--- src/hdl/cmps_pkg.sv ---
// Shared types and constants for the cylinder max path sum block.
// Used by every module under hdl except cmps_ram; depends on nothing.
package cmps_pkg;

    localparam int CELL_W      = 16;
    localparam int SUM_W       = 28;
    localparam int BEST_W      = 27;
    localparam int S_TDATA_W   = 16;
    localparam int M_TDATA_W   = 32;
    localparam int ROW_TOTAL_W = 13;
    localparam int COL_TOTAL_W = 7;
    localparam int CFG_IDX_W   = 4;
    localparam int CFG_DATA_W  = 13;

    localparam int MAX_COLUMNS_DEF = 64;
    localparam int MAX_ROWS_DEF    = 4096;

    localparam logic [CFG_IDX_W-1:0] REG_ROW_TOTAL    = 4'd0;
    localparam logic [CFG_IDX_W-1:0] REG_COLUMN_TOTAL = 4'd1;

    localparam logic [ROW_TOTAL_W-1:0] ROW_TOTAL_RESET    = 13'd1;
    localparam logic [COL_TOTAL_W-1:0] COLUMN_TOTAL_RESET = 7'd2;

    // Position of one cell on the board.
    typedef struct packed {
        logic first_row;
        logic last_row;
        logic first_col;
        logic last_col;
    } tag_t;

endpackage

--- src/hdl/cylinder_max_path_sum.sv ---
// Cylinder max path sum: streams board cells in row-major order and returns
// the greatest last-row path sum with wraparound columns.
// Depends on cmps_pkg, cmps_seq, cmps_dp and cmps_ram.
//
// Usage:
//   Cells enter on the s_ channel, one 16-bit signed value per item, in
//   row-major order. After the final cell of a board one item leaves on the
//   m_ channel holding the greatest last-row sum, floored at zero; then the
//   next board starts. Board size is set on the cfg channel (register 0 is
//   the row count, register 1 the column count), written only while idle;
//   each such write restarts the board.
//   Throughput is one cell per cycle while the output is not stalled. The
//   previous row of sums sits in a RAM read one entry ahead of each cell;
//   the cell is registered, its sum computed in the next cycle and written
//   back, and the result reaches the output register as the final cell leaves.
//   If the receiver stalls, cells keep flowing until a second result is
//   due; that final cell is held and s_tready drops until m_tready is seen.
//   Reset (aresetn low, synchronous) restores a one-row, two-column board
//   and empties the pipeline; the RAM needs no clearing since every board
//   writes its first row before reading it.
module cylinder_max_path_sum #(
    parameter int MAX_COLUMNS = cmps_pkg::MAX_COLUMNS_DEF,
    parameter int MAX_ROWS    = cmps_pkg::MAX_ROWS_DEF
) (
    input  logic                              aclk,
    input  logic                              aresetn,
    input  logic                              s_tvalid,
    output logic                              s_tready,
    input  logic [cmps_pkg::S_TDATA_W-1:0]    s_tdata,   // [15:0] cell_value
    output logic                              m_tvalid,
    input  logic                              m_tready,
    output logic [cmps_pkg::M_TDATA_W-1:0]    m_tdata,   // [26:0] best_sum, zero above
    input  logic                              cfg_valid,
    output logic                              cfg_ready,
    input  logic [cmps_pkg::CFG_IDX_W-1:0]    cfg_index,
    input  logic [cmps_pkg::CFG_DATA_W-1:0]   cfg_data
);
    import cmps_pkg::*;

    localparam int CW = $clog2(MAX_COLUMNS);

    logic                    accept, restart, s1_adv, s1_emit, s1_fire, fwd_next;
    logic [CW-1:0]           col, rd_addr;
    tag_t                    tag;
    logic                    s1_valid_reg;
    tag_t                    s1_tag_reg;
    logic [CW-1:0]           s1_col_reg;
    logic signed [CELL_W-1:0] s1_cell_reg;
    logic                    fwd_reg;
    logic signed [SUM_W-1:0] fwd_data_reg;
    logic signed [SUM_W-1:0] ram_rdata, rd_eff, sum;
    logic signed [SUM_W-1:0] cur_reg, saved_left_reg, saved_first_reg, last_sum_reg;
    logic [BEST_W-1:0]       running_best_reg, best_final;
    logic                    m_valid_reg;
    logic [BEST_W-1:0]       best_out_reg;
    logic                    sum_wins;

    assign cfg_ready = 1'b1;

    assign s1_emit  = s1_tag_reg.last_row && s1_tag_reg.last_col;
    assign s1_adv   = !(s1_emit && m_valid_reg && !m_tready);
    assign s1_fire  = s1_valid_reg && s1_adv;
    assign s_tready = !s1_valid_reg || s1_adv;
    assign accept   = s_tvalid && s_tready;

    cmps_seq #(
        .MAX_COLUMNS(MAX_COLUMNS),
        .MAX_ROWS   (MAX_ROWS)
    ) u_seq (
        .aclk     (aclk),
        .aresetn  (aresetn),
        .cfg_valid(cfg_valid),
        .cfg_index(cfg_index),
        .cfg_data (cfg_data),
        .accept   (accept),
        .col      (col),
        .rd_addr  (rd_addr),
        .tag      (tag),
        .restart  (restart)
    );

    cmps_ram #(
        .WIDTH(SUM_W),
        .DEPTH(MAX_COLUMNS)
    ) u_row_ram (
        .aclk   (aclk),
        .wr_en  (s1_fire),
        .wr_addr(s1_col_reg),
        .wr_data(sum),
        .rd_en  (accept),
        .rd_addr(rd_addr),
        .rd_data(ram_rdata)
    );

    // A read that hits the entry written in the same cycle takes the new sum.
    assign fwd_next = s1_fire && (s1_col_reg == rd_addr);
    assign rd_eff   = fwd_reg ? fwd_data_reg : ram_rdata;

    cmps_dp u_dp (
        .cell_in    (s1_cell_reg),
        .tag        (s1_tag_reg),
        .cur        (cur_reg),
        .rd         (rd_eff),
        .saved_left (saved_left_reg),
        .saved_first(saved_first_reg),
        .last_sum   (last_sum_reg),
        .sum        (sum)
    );

    assign sum_wins   = s1_tag_reg.last_row && (sum > $signed({1'b0, running_best_reg}));
    assign best_final = sum_wins ? sum[BEST_W-1:0] : running_best_reg;

    always_ff @(posedge aclk) begin
        if (accept) begin
            s1_tag_reg   <= tag;
            s1_col_reg   <= col;
            s1_cell_reg  <= $signed(s_tdata[CELL_W-1:0]);
            fwd_data_reg <= sum;
        end
        if (s1_fire) begin
            cur_reg      <= rd_eff;
            last_sum_reg <= sum;
        end
        if (s1_fire && s1_emit) begin
            best_out_reg <= best_final;
        end
    end

    always_ff @(posedge aclk) begin
        if (!aresetn) begin
            s1_valid_reg     <= 1'b0;
            fwd_reg          <= 1'b0;
            m_valid_reg      <= 1'b0;
            running_best_reg <= '0;
            saved_left_reg   <= '0;
            saved_first_reg  <= '0;
        end else begin
            if (accept) begin
                s1_valid_reg <= 1'b1;
                fwd_reg      <= fwd_next;
            end else if (s1_adv) begin
                s1_valid_reg <= 1'b0;
            end
            if (s1_fire && s1_emit) begin
                m_valid_reg <= 1'b1;
            end else if (m_tready) begin
                m_valid_reg <= 1'b0;
            end
            if (restart) begin
                running_best_reg <= '0;
                saved_left_reg   <= '0;
                saved_first_reg  <= '0;
            end else if (s1_fire) begin
                saved_left_reg <= cur_reg;
                if (s1_tag_reg.first_col) begin
                    saved_first_reg <= cur_reg;
                end
                running_best_reg <= s1_emit ? '0 : best_final;
            end
        end
    end

    assign m_tvalid = m_valid_reg;
    assign m_tdata  = {{(M_TDATA_W - BEST_W){1'b0}}, best_out_reg};

endmodule

--- src/hdl/cmps_ram.sv ---
// Generic single-write, single-read RAM with a registered read port.
// Depends on nothing.
module cmps_ram #(
    parameter int WIDTH = 8,
    parameter int DEPTH = 16
) (
    input  logic                     aclk,
    input  logic                     wr_en,
    input  logic [$clog2(DEPTH)-1:0] wr_addr,
    input  logic [WIDTH-1:0]         wr_data,
    input  logic                     rd_en,
    input  logic [$clog2(DEPTH)-1:0] rd_addr,
    output logic [WIDTH-1:0]         rd_data
);

    logic [WIDTH-1:0] mem [DEPTH];

    always_ff @(posedge aclk) begin
        if (wr_en) begin
            mem[wr_addr] <= wr_data;
        end
        if (rd_en) begin
            rd_data <= mem[rd_addr];
        end
    end

endmodule

--- src/hdl/cmps_seq.sv ---
// Configuration registers and board position counters.
// Depends on cmps_pkg.
module cmps_seq #(
    parameter int MAX_COLUMNS = cmps_pkg::MAX_COLUMNS_DEF,
    parameter int MAX_ROWS    = cmps_pkg::MAX_ROWS_DEF
) (
    input  logic                              aclk,
    input  logic                              aresetn,
    input  logic                              cfg_valid,
    input  logic [cmps_pkg::CFG_IDX_W-1:0]    cfg_index,
    input  logic [cmps_pkg::CFG_DATA_W-1:0]   cfg_data,
    input  logic                              accept,
    output logic [$clog2(MAX_COLUMNS)-1:0]    col,
    output logic [$clog2(MAX_COLUMNS)-1:0]    rd_addr,
    output cmps_pkg::tag_t                    tag,
    output logic                              restart
);
    import cmps_pkg::*;

    localparam int CW = $clog2(MAX_COLUMNS);
    localparam int RW = (MAX_ROWS > 1) ? $clog2(MAX_ROWS) : 1;

    logic [ROW_TOTAL_W-1:0] row_total_reg;
    logic [COL_TOTAL_W-1:0] column_total_reg;
    logic [CW-1:0]          col_reg, col_next;
    logic [RW-1:0]          row_reg, row_next;
    logic [31:0]            last_row_w, last_col_w;
    logic [RW-1:0]          last_row_idx;
    logic [CW-1:0]          last_col_idx;

    // Clamp the register values to the supported board sizes.
    always_comb begin
        if (row_total_reg == '0) begin
            last_row_w = 32'd0;
        end else if (32'(row_total_reg) > 32'(MAX_ROWS)) begin
            last_row_w = 32'(MAX_ROWS) - 32'd1;
        end else begin
            last_row_w = 32'(row_total_reg) - 32'd1;
        end
        if (column_total_reg < COL_TOTAL_W'(2)) begin
            last_col_w = 32'd1;
        end else if (32'(column_total_reg) > 32'(MAX_COLUMNS)) begin
            last_col_w = 32'(MAX_COLUMNS) - 32'd1;
        end else begin
            last_col_w = 32'(column_total_reg) - 32'd1;
        end
    end

    assign last_row_idx = last_row_w[RW-1:0];
    assign last_col_idx = last_col_w[CW-1:0];

    assign restart = cfg_valid &&
                     (cfg_index == REG_ROW_TOTAL || cfg_index == REG_COLUMN_TOTAL);

    assign tag.first_row = (row_reg == '0);
    assign tag.last_row  = (row_reg == last_row_idx);
    assign tag.first_col = (col_reg == '0);
    assign tag.last_col  = (col_reg == last_col_idx);
    assign col           = col_reg;

    // The read fetches the entry the following cell needs as its own column;
    // after the last column that is column zero of the next row.
    assign rd_addr = tag.last_col ? '0 : col_reg + CW'(1);

    always_comb begin
        col_next = col_reg;
        row_next = row_reg;
        if (accept) begin
            if (tag.last_col) begin
                col_next = '0;
                row_next = tag.last_row ? '0 : row_reg + RW'(1);
            end else begin
                col_next = col_reg + CW'(1);
            end
        end
    end

    always_ff @(posedge aclk) begin
        if (!aresetn) begin
            row_total_reg    <= ROW_TOTAL_RESET;
            column_total_reg <= COLUMN_TOTAL_RESET;
            col_reg          <= '0;
            row_reg          <= '0;
        end else begin
            if (cfg_valid && cfg_index == REG_ROW_TOTAL) begin
                row_total_reg <= cfg_data;
            end
            if (cfg_valid && cfg_index == REG_COLUMN_TOTAL) begin
                column_total_reg <= cfg_data[COL_TOTAL_W-1:0];
            end
            if (restart) begin
                col_reg <= '0;
                row_reg <= '0;
            end else begin
                col_reg <= col_next;
                row_reg <= row_next;
            end
        end
    end

endmodule

--- src/hdl/cmps_dp.sv ---
// Path sum of one cell: three-way max over the previous row and one add; on the first row, the cell alone.
// Depends on cmps_pkg.
module cmps_dp (
    input  logic signed [cmps_pkg::CELL_W-1:0] cell_in,
    input  cmps_pkg::tag_t                     tag,
    input  logic signed [cmps_pkg::SUM_W-1:0]  cur,
    input  logic signed [cmps_pkg::SUM_W-1:0]  rd,
    input  logic signed [cmps_pkg::SUM_W-1:0]  saved_left,
    input  logic signed [cmps_pkg::SUM_W-1:0]  saved_first,
    input  logic signed [cmps_pkg::SUM_W-1:0]  last_sum,
    output logic signed [cmps_pkg::SUM_W-1:0]  sum
);
    import cmps_pkg::*;

    logic signed [SUM_W-1:0] left, right, best_lc, best3, cell_ext;

    assign cell_ext = SUM_W'(cell_in);

    // At column zero the left neighbor is the previous row's last sum, which
    // is the sum computed for the cell just before this one.
    assign left  = tag.first_col ? last_sum : saved_left;
    assign right = tag.last_col ? saved_first : rd;

    assign best_lc = (cur > left) ? cur : left;
    assign best3   = (right > best_lc) ? right : best_lc;
    assign sum     = tag.first_row ? cell_ext : cell_ext + best3;

endmodule

--- config.mk ---
export PLATFORM = sky130hd
export DESIGN_NAME = cylinder_max_path_sum
export DESIGN_NICKNAME = d
export VERILOG_FILES = /design/src/hdl/cmps_pkg.sv /design/src/hdl/cylinder_max_path_sum.sv /design/src/hdl/cmps_ram.sv /design/src/hdl/cmps_seq.sv /design/src/hdl/cmps_dp.sv
export SDC_FILE = /design/constraint.sdc
export NUM_CORES = 2
export LEC_CHECK = 0
export BUFFER_PORTS_ARGS = -buffer_cell sky130_fd_sc_hd__buf_4
export CORE_MARGIN = 2
export CORE_UTILIZATION = 61
export CTS_CLUSTER_DIAMETER = 60
export CTS_CLUSTER_SIZE = 28
export DETAILED_ROUTE_END_ITERATION = 8
export HOLD_SLACK_MARGIN = 0.08
export PLACE_DENSITY = 0.77
export SETUP_SLACK_MARGIN = 0.02
export SYNTH_ARGS = -nofsm -noshare
export SYNTH_HDL_FRONTEND = slang
export SYNTH_SLANG_ARGS = --single-unit
export TNS_END_PERCENT = 5
--- constraint.sdc ---
create_clock -name aclk -period 14.7 [get_ports aclk]
set_input_delay 2.94 -clock aclk [delete_from_list [all_inputs] [get_ports aclk]]
set_output_delay 2.94 -clock aclk [all_outputs]
set_load 0.01 [all_outputs]
==> key figures <==
STA
  – Min Tclk post-route: 12.42 ns
  – Slew margin rel.: 0.170
  – Fin Hold WS: 0.454 ns
  – Final period util: 0.845
  – Worst-Margin Slew: 1.24 ns
  – Unrepaired setup endpoints after global routing: no
  – Clk_skew: 0.0539 ns
  – Setup TNS Final: 0 ns
  – Final Setup Violations: 0
  – Hold Fails Final Rpt: 0
  – Final slew viol count: 0
  – Fmax: 80.5 MHz

Job
  – Max_cap viols: 0

Clock tree
  – Cts bufs inserted: 132
  – Post-CTS setup buffers: 0
  – Clk slew on worst S/H paths: 0.08 ns
  – Clk buf depth: 3
  – CTS tree: built
  – Clock root buffer: clkbuf_16
  – # resized after CTS: 0
  – H-tree levels: 4
  – Clock sinks: 2081
  – Worst-Skew Late Latency: 0.81 ns
  – # hold bufs at CTS: 0

Floorplanning
  – Chip Width: 377 µm
  – Die area: 142000 µm²
  – Core area: 138000 µm²
  – Die H: 377 µm
  – # rows: 136
  – I/O pin count: 73
  – Initial Utilization: 0.616

Power and ir drop
  – Switching share of power: 0.286
  – Comb pwr share: 0.166
  – Internal Power: 9.37 mW
  – Sw power: 3.76 mW
  – Pwr per Cell Area: 142 nW/µm²
  – Clk network pwr share: 0.314
  – Lkg Pwr: 29.5 nW
  – Seq pwr share: 0.520
  – Peak supply drop: 141 µV

Logic synthesis
  – Total number of yosys warnings: 0
  – Synth Cell Area: 84900 µm²
  – Sequential fraction of the synthesis area: 0.721
  – Number of synthesized flops with an enable pin: 1957
  – Synth cell types: 87
  – Ys async rst share: 0
  – Synth Flop Type: edfxtp_1
  – Synthesized netlist cell count: 5656
  – Flops & latches, synth: 2081
  – Mapped Avg Cell Area: 15.0 µm²

Drt
  – Routed via count: 52438
  – Iter 0 DRT Violations: 7632
  – # DRC: 0
  – First-pass DRT Iterations: 6
  – Total routed wirelength: 234000 µm
  – Routed Antenna Nets: 0
  – Vias per cell: 6.97
  – Routed len/inst: 31.1 µm

Global route
  – Tot GR Track Use: 0.326
  – Vias in the first global route: 49399
  – Antenna violations before repair: 13
  – Largest net degree at the start of global routing: 197
  – GR Overflow Total: 0
  – Global-route wire length before repair: 334000 µm

Final layout
  – Layout cells sized above 1: 0.127
  – Max FFs per register: 1792
  – Reg area: 61300 µm²
  – Multi-input gate area: 22600 µm²
  – Post-route design area: 92700 µm²
  – Nets: 5781
  – Area grow syn2layout: 9.07%
  – Most flop-heavy register: u_row_ram.mem
  – Fillers: 9029

Place
  – HPWL after DPL: 132000 µm
  – PortBufs: 66
  – Cell Area, Placed: 87900 µm²
  – Gpl congestion: 0.915

Run status
  – Status: complete, no violations

Setup path
  – WP buf/inv: 2
  – Critical Path Start Type: flip-flop
  – CP top delay family: compound AO/OA/AOI/OAI gates
  – CP dominant cell by count: ha_1
  – Crit path launch: s1_tag_reg[1]
  – Reg2reg start: s1_tag_reg[1]
  – CP Capture Type: flip-flop
  – Crit Path Category: reg2reg
  – Crit path max-delay cell type: or4_2
  – Worst EP required: 15.42 ns
  – Arrival time worst endpoint: 13.14 ns
  – Crit Path Max Fanout: 51
  – Highest cell delay on the worst timing path: 1.17 ns

Hold path
  – Worst hold path class: reg2reg
  – Worst hold path startpoint: saved_left_reg[11]
per-layer routing:
metal / vias to the layer above / wire length, µm / share of wire / GRT usage
met5: - / 62 / 0.00027 / 0
met4: 10 / 11600 / 0.050 / 0.153
met3: 520 / 31100 / 0.13 / 0.0932
met2: 3414 / 105000 / 0.45 / 0.484
met1: 26151 / 86200 / 0.37 / 0.448
li1: 22343 / - / - / -
cell type report:
cell class | count | share of cell area
timing repair buffer | 211 | 0.0178
multi-input combinational | 3144 | 0.243
antenna | 2 | 0.0000540
sequential | 2081 | 0.661
tap | 1794 | 0.0242
inverter | 54 | 0.00226
clock buffer | 142 | 0.0377
clock inverter | 97 | 0.0135
power by group through the flow:
stage	clock network (mW)	logic, mW	registers [mW]
finish	4.13	2.18	6.84
global route	4.35	2.31	6.84
CTS	4.15	2.13	6.83
detailed placement	0	2.11	6.97
global placement	0	2.08	6.97
floorplan	0	1.29	6.99
cell families after synthesis:
kind of cell    after synthesis  synth area share
xor+xnor                     65           0.00670
other cells                   2         0.0000884
mux                         481            0.0589
compound gates             1274             0.110
simple gates               1198            0.0647
buf+inv                     435            0.0210
flops                      2081             0.721
fa+ha+maj                   120            0.0177
worst register-to-register path, delay by kind of cell, from the launching register on:
family / cells / cell delay, ns
AO/OA/AOI/OAI: 15 / 4.07
adder cells (fa/ha/maj): 5 / 1.74
multiplexers: 4 / 1.42
flip-flops: 1 / 0.33
AND/OR/NAND/NOR: 10 / 3.68
buffers and inverters: 2 / 0.87
XOR/XNOR: 1 / 0.26
stage by stage:
step | std cells | power [mW] | utilization | worst slack, ns
after floorplan | 5660 | 8.28 | - | 1.74
after global placement | 7284 | 9.04 | 0.638 | 2.76
after detailed placement | 7284 | 9.08 | 0.638 | 2.48
after CTS | 7523 | 13.1 | 0.672 | 2.41
after global routing | 7523 | 13.5 | 0.672 | 1.42
final | 7525 | 13.1 | 0.672 | 2.28
path summary, 6_finish.rpt:
check | endpoint | slack [ns] | depth (start not counted)
worst max-delay path | running_best_reg[7] | 2.28 | 37
worst min-delay path | saved_left_reg[11] | 0.45 | 2
worst min register to register | saved_left_reg[11] | 0.45 | 2
worst max register to register | running_best_reg[7] | 2.28 | 37
synth_stat cells, types with 26 or more instances:
cell type,count,area (µm²)
a22o_1,28,245
o22a_1,30,263
nor2_1,271,1020
edfxtp_1,1957,58800
o31ai_1,28,210
mux2_2,148,1670
o21ai_0,160,801
buf_2,79,395
o211ai_1,257,1930
a2bb2oi_1,27,236
or3_1,59,369
ha_1,118,1480
nand2_1,448,1680
inv_1,52,195
nand3_1,144,721
xnor2_1,33,289
xor2_1,32,280
dfxtp_1,124,2480
clkbuf_1,246,923
o221ai_1,225,1970
and3_1,90,563
buf_1,45,169
o32a_1,27,270
o211a_1,27,270
mux2i_1,332,3320
a21oi_1,152,761
a221oi_1,60,526
nor2b_1,26,163
nor3_1,77,385
o32ai_1,27,236
o22ai_1,139,870
cells in the final DEF, fill, tap and decap left out, types with 123 or more instances in the layout:
cell       Yosys  routed
edfxtp_1    1957    1957
nand2_1      448     445
mux2i_1      332     331
o211ai_1     257     257
o221ai_1     225     225
buf_4          7     206
nor2_1       271     202
a21oi_1      152     150
mux2_2       148     148
nand3_1      144     143
o22ai_1      139     139
clkbuf_16      0     139
o21ai_0      160     135
dfxtp_1      124     123
No activity file was read; power rests on OpenSTA's default activity.
